### config.mk
export PLATFORM = sky130hd
export DESIGN_NAME = ansi_utf8_segmenter_top
export DESIGN_NICKNAME = d
export VERILOG_FILES = /design/src/rtl/aus_pkg.sv /design/src/rtl/aus_parse.sv /design/src/rtl/aus_expand.sv /design/src/rtl/ansi_utf8_segmenter_top.sv
export SDC_FILE = /design/constraint.sdc
export NUM_CORES = 1
export LEC_CHECK = 0
export ABC_AREA = 0
export BUFFER_PORTS_ARGS = -buffer_cell sky130_fd_sc_hd__buf_2
export CORE_ASPECT_RATIO = 0.6
export CORE_UTILIZATION = 52
export DETAILED_ROUTE_END_ITERATION = 12
export MAX_ROUTING_LAYER = met4
export PLACE_DENSITY = 0.73
export SKIP_CTS_REPAIR_TIMING = 1
export SLEW_MARGIN = 15
export SYNTH_ARGS = -nofsm -noshare
export SYNTH_HDL_FRONTEND = slang
export SYNTH_SLANG_ARGS = --single-unit
### constraint.sdc
create_clock -name clk -period 3.1 [get_ports clk]
set_input_delay 0.62 -clock clk [delete_from_list [all_inputs] [get_ports clk]]
set_output_delay 0.62 -clock clk [all_outputs]
set_load 0.02 [all_outputs]
### src/rtl/aus_pkg.sv
// shared types and constants of the ansi/utf8 segmenter
package aus_pkg;

	localparam int unsigned BYTE_W = 8;
	localparam int unsigned CNT_W = 6;
	localparam int unsigned KIND_W = 2;
	localparam int unsigned MAX_ESC_LEN = 32;

	localparam logic [BYTE_W-1:0] CH_ESC = 8'h1B;
	localparam logic [BYTE_W-1:0] CH_LBRACKET = 8'h5B;
	localparam logic [BYTE_W-1:0] CH_RBRACKET = 8'h5D;
	localparam logic [BYTE_W-1:0] PARAM_LO = 8'h30;
	localparam logic [BYTE_W-1:0] PARAM_HI = 8'h3F;
	localparam logic [BYTE_W-1:0] INTER_LO = 8'h20;
	localparam logic [BYTE_W-1:0] INTER_HI = 8'h2F;
	localparam logic [BYTE_W-1:0] TERM_LO = 8'h40;
	localparam logic [BYTE_W-1:0] TERM_HI = 8'h7E;
	localparam logic [BYTE_W-1:0] CONT_LO = 8'h80;
	localparam logic [BYTE_W-1:0] CONT_HI = 8'hBF;
	localparam logic [BYTE_W-1:0] LEN_MAX = 8'hFF;

	localparam logic [KIND_W-1:0] KIND_TEXT = 2'd0;
	localparam logic [KIND_W-1:0] KIND_ESC = 2'd1;
	localparam logic [KIND_W-1:0] KIND_CSI = 2'd2;

	typedef enum logic [2:0] {
		MODE_IDLE,
		MODE_TEXT,
		MODE_ESC,
		MODE_PARM,
		MODE_INTR
	} mode_t;

	// segments of one byte: optional head, a run of one-byte text, optional tail
	typedef struct packed {
		logic              head_v;
		logic [BYTE_W-1:0] head_len;
		logic [KIND_W-1:0] head_kind;
		logic [CNT_W-1:0]  ones;
		logic              tail_v;
		logic [BYTE_W-1:0] tail_len;
		logic [KIND_W-1:0] tail_kind;
		logic              eos;
	} seg_desc_t;

endpackage

### src/rtl/aus_parse.sv
// input register and byte parser that turns each byte into a segment descriptor
module aus_parse (
	input  logic              clk,
	input  logic              arst_n,
	input  logic              s_tvalid,
	output logic              s_tready,
	input  logic [7:0]        s_tdata,
	input  logic              s_tlast,
	input  logic              load_ok,
	output logic              desc_load,
	output aus_pkg::seg_desc_t desc
);
	import aus_pkg::*;

	logic              valid_s1;
	logic [BYTE_W-1:0] byte_s1;
	logic              eos_s1;

	mode_t             mode_q, mode_d;
	logic [BYTE_W-1:0] len_q, len_d;
	logic [CNT_W-1:0]  cnt_q, cnt_d;

	logic              desc_empty;
	logic              consume;

	assign desc_empty = !desc.head_v && (desc.ones == '0) && !desc.tail_v;
	assign consume = valid_s1 && (desc_empty || load_ok);
	assign desc_load = valid_s1 && !desc_empty && load_ok;
	assign s_tready = !valid_s1 || consume;

	always_ff @(posedge clk or negedge arst_n) begin
		if (!arst_n) begin
			valid_s1 <= 1'b0;
		end else if (s_tready) begin
			valid_s1 <= s_tvalid;
		end
	end

	always_ff @(posedge clk) begin
		if (s_tready && s_tvalid) begin
			byte_s1 <= s_tdata;
			eos_s1 <= s_tlast;
		end
	end

	always_ff @(posedge clk or negedge arst_n) begin
		if (!arst_n) begin
			mode_q <= MODE_IDLE;
			len_q <= '0;
			cnt_q <= '0;
		end else if (consume) begin
			mode_q <= mode_d;
			len_q <= len_d;
			cnt_q <= cnt_d;
		end
	end

	always_comb begin
		logic is_cont;
		logic is_esc;
		logic fits;
		logic fresh;
		is_cont = (byte_s1 >= CONT_LO) && (byte_s1 <= CONT_HI);
		is_esc = (byte_s1 == CH_ESC);
		fits = ({2'b00, cnt_q} < (CNT_W+2)'(MAX_ESC_LEN));
		fresh = 1'b0;
		mode_d = mode_q;
		len_d = len_q;
		cnt_d = cnt_q;
		desc = '0;
		desc.head_kind = KIND_TEXT;
		desc.tail_kind = KIND_TEXT;
		desc.eos = eos_s1;

		case (mode_q)
			MODE_IDLE: begin
				fresh = 1'b1;
			end
			MODE_TEXT: begin
				if (is_cont) begin
					len_d = (len_q == LEN_MAX) ? LEN_MAX : len_q + 1'b1;
				end else begin
					desc.head_v = 1'b1;
					desc.head_len = len_q;
					fresh = 1'b1;
				end
			end
			MODE_ESC: begin
				if (byte_s1 == CH_LBRACKET || byte_s1 == CH_RBRACKET) begin
					mode_d = MODE_PARM;
					cnt_d = CNT_W'(2);
				end else begin
					desc.head_v = 1'b1;
					desc.head_len = BYTE_W'(2);
					desc.head_kind = KIND_ESC;
					mode_d = MODE_IDLE;
				end
			end
			MODE_PARM, MODE_INTR: begin
				if (fits && byte_s1 >= PARAM_LO && byte_s1 <= PARAM_HI
						&& mode_q == MODE_PARM) begin
					cnt_d = cnt_q + 1'b1;
				end else if (fits && byte_s1 >= INTER_LO && byte_s1 <= INTER_HI) begin
					cnt_d = cnt_q + 1'b1;
					mode_d = MODE_INTR;
				end else if (fits && byte_s1 >= TERM_LO && byte_s1 <= TERM_HI) begin
					desc.head_v = 1'b1;
					desc.head_len = BYTE_W'({1'b0, cnt_q} + 1'b1);
					desc.head_kind = KIND_CSI;
					cnt_d = '0;
					mode_d = MODE_IDLE;
				end else begin
					// failed sequence: held bytes become one-byte text; a continuation byte keeps the last one open
					cnt_d = '0;
					mode_d = MODE_TEXT;
					if (is_cont) begin
						desc.ones = cnt_q - 1'b1;
						len_d = BYTE_W'(2);
					end else begin
						desc.ones = cnt_q;
						fresh = 1'b1;
					end
				end
			end
			default: begin
				fresh = 1'b1;
			end
		endcase

		if (fresh) begin
			if (is_esc) begin
				mode_d = MODE_ESC;
				cnt_d = CNT_W'(1);
			end else begin
				mode_d = MODE_TEXT;
				len_d = BYTE_W'(1);
			end
		end

		if (eos_s1) begin
			case (mode_d)
				MODE_TEXT: begin
					desc.tail_v = 1'b1;
					desc.tail_len = len_d;
				end
				MODE_ESC: begin
					desc.tail_v = 1'b1;
					desc.tail_len = BYTE_W'(1);
				end
				MODE_PARM, MODE_INTR: begin
					desc.ones = cnt_d;
				end
				default: begin
				end
			endcase
			mode_d = MODE_IDLE;
			len_d = '0;
			cnt_d = '0;
		end
	end

endmodule

### src/rtl/aus_expand.sv
// result register that plays out a segment descriptor one segment per transfer
module aus_expand (
	input  logic               clk,
	input  logic               arst_n,
	input  logic               desc_load,
	input  aus_pkg::seg_desc_t desc,
	output logic               load_ok,
	output logic               m_tvalid,
	input  logic               m_tready,
	output logic [7:0]         m_tdata,
	output logic               m_tlast,
	output logic [2:0]         m_tuser
);
	import aus_pkg::*;

	logic      valid_s2;
	seg_desc_t desc_s2;
	logic      last;
	logic      take;

	always_comb begin
		if (desc_s2.head_v) begin
			last = (desc_s2.ones == '0) && !desc_s2.tail_v;
		end else if (desc_s2.ones != '0) begin
			last = (desc_s2.ones == CNT_W'(1)) && !desc_s2.tail_v;
		end else begin
			last = 1'b1;
		end
	end

	assign take = valid_s2 && m_tready;
	assign load_ok = !valid_s2 || (m_tready && last);

	always_ff @(posedge clk or negedge arst_n) begin
		if (!arst_n) begin
			valid_s2 <= 1'b0;
		end else if (load_ok) begin
			valid_s2 <= desc_load;
		end
	end

	always_ff @(posedge clk) begin
		if (load_ok) begin
			desc_s2 <= desc;
		end else if (take) begin
			if (desc_s2.head_v) begin
				desc_s2.head_v <= 1'b0;
			end else if (desc_s2.ones != '0) begin
				desc_s2.ones <= desc_s2.ones - 1'b1;
			end else begin
				desc_s2.tail_v <= 1'b0;
			end
		end
	end

	always_comb begin
		m_tvalid = valid_s2;
		m_tlast = desc_s2.eos && last;
		if (desc_s2.head_v) begin
			m_tdata = desc_s2.head_len;
			m_tuser = {last, desc_s2.head_kind};
		end else if (desc_s2.ones != '0) begin
			m_tdata = BYTE_W'(1);
			m_tuser = {last, KIND_TEXT};
		end else begin
			m_tdata = desc_s2.tail_len;
			m_tuser = {last, desc_s2.tail_kind};
		end
	end

endmodule

### src/rtl/ansi_utf8_segmenter_top.sv
// Path: input register and parser, then the result register offers the segments.
// Throughput: one byte per cycle while m_tready is high and no byte closes more
// than one segment; a byte closing N segments holds the result register for N transfers.
// Bytes that close nothing pass the parser without touching the result register.
// Reset: arst_n clears the parser to idle and empties both registers at once.
module ansi_utf8_segmenter_top (
	input  logic       clk,
	input  logic       arst_n,
	input  logic       s_tvalid,
	output logic       s_tready,
	input  logic [7:0] s_tdata,   // data_byte
	input  logic       s_tlast,   // end_of_string
	output logic       m_tvalid,
	input  logic       m_tready,
	output logic [7:0] m_tdata,   // seg_len
	output logic       m_tlast,   // string_done
	output logic [2:0] m_tuser    // seg_kind [1:0], run_last [2]
);
	import aus_pkg::*;

	seg_desc_t desc;
	logic      desc_load;
	logic      load_ok;

	aus_parse u_parse (
		.clk      (clk),
		.arst_n   (arst_n),
		.s_tvalid (s_tvalid),
		.s_tready (s_tready),
		.s_tdata  (s_tdata),
		.s_tlast  (s_tlast),
		.load_ok  (load_ok),
		.desc_load(desc_load),
		.desc     (desc)
	);

	aus_expand u_expand (
		.clk      (clk),
		.arst_n   (arst_n),
		.desc_load(desc_load),
		.desc     (desc),
		.load_ok  (load_ok),
		.m_tvalid (m_tvalid),
		.m_tready (m_tready),
		.m_tdata  (m_tdata),
		.m_tlast  (m_tlast),
		.m_tuser  (m_tuser)
	);

	// end of string is always the last segment of its byte
	a_done_is_last: assert property (@(posedge clk) disable iff (!arst_n)
		m_tvalid && m_tlast |-> m_tuser[2])
		else $error("string_done without run_last");

	a_len_nonzero: assert property (@(posedge clk) disable iff (!arst_n)
		m_tvalid |-> m_tdata != 8'd0)
		else $error("zero-length segment");

	a_esc_len: assert property (@(posedge clk) disable iff (!arst_n)
		m_tvalid && m_tuser[1:0] == KIND_ESC |-> m_tdata == 8'd2)
		else $error("two-byte escape with wrong length");

	a_csi_len: assert property (@(posedge clk) disable iff (!arst_n)
		m_tvalid && m_tuser[1:0] == KIND_CSI
			|-> m_tdata >= 8'd3 && m_tdata <= 8'(MAX_ESC_LEN))
		else $error("control sequence length out of range");

endmodule
==> reports/results.ini <==
[pwr]
power_frac_comb_pct=38.9
pwr_density_cell_nw_per_um2=593.2
ir_drop_mv=0.3623
pwr-share-clk_pct=20.7
leakage_nw=1.552
p_seq_share_pct=40.4
sw_frac_of_total_pct=37.57
power_switching_w=0.0009026
p_int_w=0.001500

[drt]
drc=0
wire_per_inst_microns=16.57
wirelength_mm=8.718
ant_nets=0
initialDrtViolationCount=319
vias=3142
viasPerCell=5.973
dr.pass1.iters=4

[run]
maxCapViolations=0

[status]
violations=negative setup slack
status=finished, violations left

[clock_tree]
root_buffer=clkbuf_8
clkSinkCount=55
clkLatencyLatePin_ns=0.32
cts_tree=done
path_clk_slew_ns=0.11
cts_made_buffers=5
h-tree-depth=2
cts_buffer_depth=2

[timing]
fmax_mhz=302.4
fin_crit_sh_pct=106.7
rsz0062_at_grt=true
slew_headroom_pct=61.39
final_hold_viol_count=0
slew_violations=0
skew_ns=0.01310
fin_tns_setup_ns=-0.2069
setup_viol=1
tightest_slew_ns=0.5779
period_minus_slack_ns=3.307
fin_ws_ns=-0.2069

[final_layout]
fillCellCount=515
drive_above_1_share_pct=22.62
fin_nets=459
final_core_util_pct=65.10
n_antenna_cell=0
area_growth_pct=18.70

[synthesis]
synth-main-ff-cell=edfxtp_1
yosys_register_bits=55
synth_edf_count=36
ys_types=55
syn_inst=388
ys_seq_area_share_pct=45.62
syn-num-nets=406
async_flop_share_pct=34.55
ys.warnings.count=0
avgSynthCellArea_sq_um=8.794
syn-cell-area_sq_um=3412

[worst_setup_path]
crit_family=simple AND/OR/NAND/NOR gates
critical_path.slowest_cell=or4b_4
path_class=register to output pin
worstPathArrival_ns=2.69
cp_max_fo=6
crit_chain=or4b_4 -> or3_4 -> a21bo_2 -> a41o_1 -> nand4_1 -> and2_4 -> nand2_1 -> buf_6
r2r_slack_ns=0.12
crit_required_ns=2.48
cp.buffers_inverters=1
cp-end-kind=output pin
critPathLaunchType=register
slowest_delay_ns=0.61

[floorplan]
ios=27
initial_utilization_pct=54.85
rows=22
fp.dieW_microns=106.6
core_sq_um=6221
dieArea_sq_um=6900
die_h_microns=64.75

[global_routing]
overflow=0
grt_first_pass_wirelength_mm=13.42
grt_max_degree=21
grt_pass1_vias=2692
antenna_found_initial=0
grt_use_total_pct=26.40

[min_path]
hp-class=input pin to async pin

[place]
io_buffers=26
post-dp-hpwl_mm=6.401
place_congestion=1.032

[cell families after synthesis]
| kind of cell | after synthesis | synth area share [%] |
|---|---|---|
| AO/OA/AOI/OAI | 97 | 18.15 |
| XOR/XNOR | 16 | 4.107 |
| adder cells (fa/ha/maj) | 5 | 1.834 |
| buffers and inverters | 33 | 4.144 |
| flip-flops | 55 | 45.62 |
| multiplexers | 2 | 0.6234 |
| AND/OR/NAND/NOR | 180 | 25.52 |
[worst reg2reg max path: cells and delay by family, from the launching register on]
| kind | cells | cell delay [ns] |
|---|---|---|
| flops | 1 | 0.49 |
| compound gates | 3 | 0.74 |
| mux | 1 | 0.33 |
| buf+inv | 2 | 0.34 |
| simple gates | 2 | 0.97 |
[flip-flops by register name, indices dropped and copies added, names as in the netlist]
name	cells
u_expand.desc_s2	27
u_expand.m_tvalid	1
u_parse.byte_s1	8
u_parse.cnt_q	6
u_parse.eos_s1	1
u_parse.len_q	8
u_parse.mode_q	3
u_parse.valid_s1	1
[power by group through the flow]
| stage | logic [W] | registers (W) | clock network, W |
|---|---|---|---|
| after global routing | 0.00102 | 0.000979 | 0.000529 |
| after global placement | 0.000834 | 0.000970 | 0 |
| final | 0.000935 | 0.000970 | 0.000497 |
| after floorplan | 0.000575 | 0.000953 | 0 |
| after CTS | 0.000837 | 0.000961 | 0.000509 |
| after detailed placement | 0.000834 | 0.000977 | 0 |
[path summary, 6_finish.rpt]
path	depth (start not counted)	endpoint	startpoint
max in group asynchronous	1	u_parse.mode_q[2]	arst_n
worst min register to register	1	u_parse.cnt_q[1]	u_parse.eos_s1
worst max register to register	8	u_parse.len_q[2]	u_parse.byte_s1[6]
min in group clk	1	u_parse.eos_s1	s_tlast
worst max-delay path	8	s_tready	u_parse.byte_s1[6]
worst min-delay path	1	u_parse.len_q[5]	arst_n
[area by class of cell]
type | count | area [sq um] | area share [%]
multi-input cells | 300 | 1785 | 44.08
flip-flops and latches | 55 | 1562 | 38.55
repair buffers | 66 | 434.2 | 10.72
well taps | 84 | 105.1 | 2.595
clock buffers | 5 | 68.82 | 1.699
inverters | 13 | 48.80 | 1.205
clock inverters | 3 | 46.29 | 1.143
[per-layer routing]
metal | up-vias | global-route usage [%] | wire [microns]
met5 | - | - | 0
met4 | 0 | 7.877 | 132
met3 | 18 | 5.634 | 881
met2 | 166 | 36.53 | 3599
met1 | 1452 | 38.69 | 4105
li1 | 1506 | - | -
[Yosys cell counts, types with 2 or more instances]
cell type / number / area share (%)
buf_4: 4 / 0.88
a21o_1: 4 / 0.88
and2_1: 9 / 1.7
a31o_2: 2 / 0.51
or3_1: 3 / 0.55
nor2_1: 35 / 3.9
edfxtp_1: 36 / 32
nand3_1: 17 / 2.5
or2_2: 3 / 0.55
nand2_1: 67 / 7.4
xnor2_1: 13 / 3.3
ha_1: 5 / 1.8
clkbuf_1: 14 / 1.5
o21ai_0: 27 / 4.0
o31ai_1: 16 / 3.5
nor4b_1: 3 / 0.77
o22ai_1: 7 / 1.3
nand4_1: 3 / 0.55
a21oi_1: 22 / 3.2
nor4_1: 5 / 0.92
nand2b_1: 7 / 1.3
inv_1: 13 / 1.4
dfrtp_1: 19 / 14
o21ai_1: 2 / 0.29
o21a_1: 2 / 0.44
nor3_1: 11 / 1.6
and3_1: 5 / 0.92
o211ai_1: 2 / 0.44
nor2b_1: 3 / 0.55
buf_2: 2 / 0.29
xor2_1: 3 / 0.77
[stage by stage]
stage | setup slack, ns | total power (W) | area, sq um | hold WS (ns) | instances
after floorplan | 0.1691 | 0.001529 | 3412 | 0.3244 | 388
after global placement | 0.05554 | 0.001804 | 3772 | 0.5288 | 507
after detailed placement | 0.01830 | 0.001811 | 3772 | 0.5384 | 507
after CTS | -0.3506 | 0.002306 | 3887 | 0.2581 | 515
after global routing | -0.2694 | 0.002526 | 4050 | 0.2638 | 526
final | -0.2069 | 0.002402 | 4050 | 0.2431 | 526
[cells in the final DEF, fill, tap and decap left out, types with 6 or more instances in the layout]
cell,instances
a21oi_1,21
nor2_1,35
dfrtp_1,15
buf_2,25
xnor2_1,13
nor3_1,10
and2_1,8
buf_4,39
o21ai_0,27
nand3_1,17
edfxtp_1,36
o22ai_1,7
nand2b_1,6
o31ai_1,15
inv_1,13
nand2_1,66
Power figures use the tool's default switching activity.
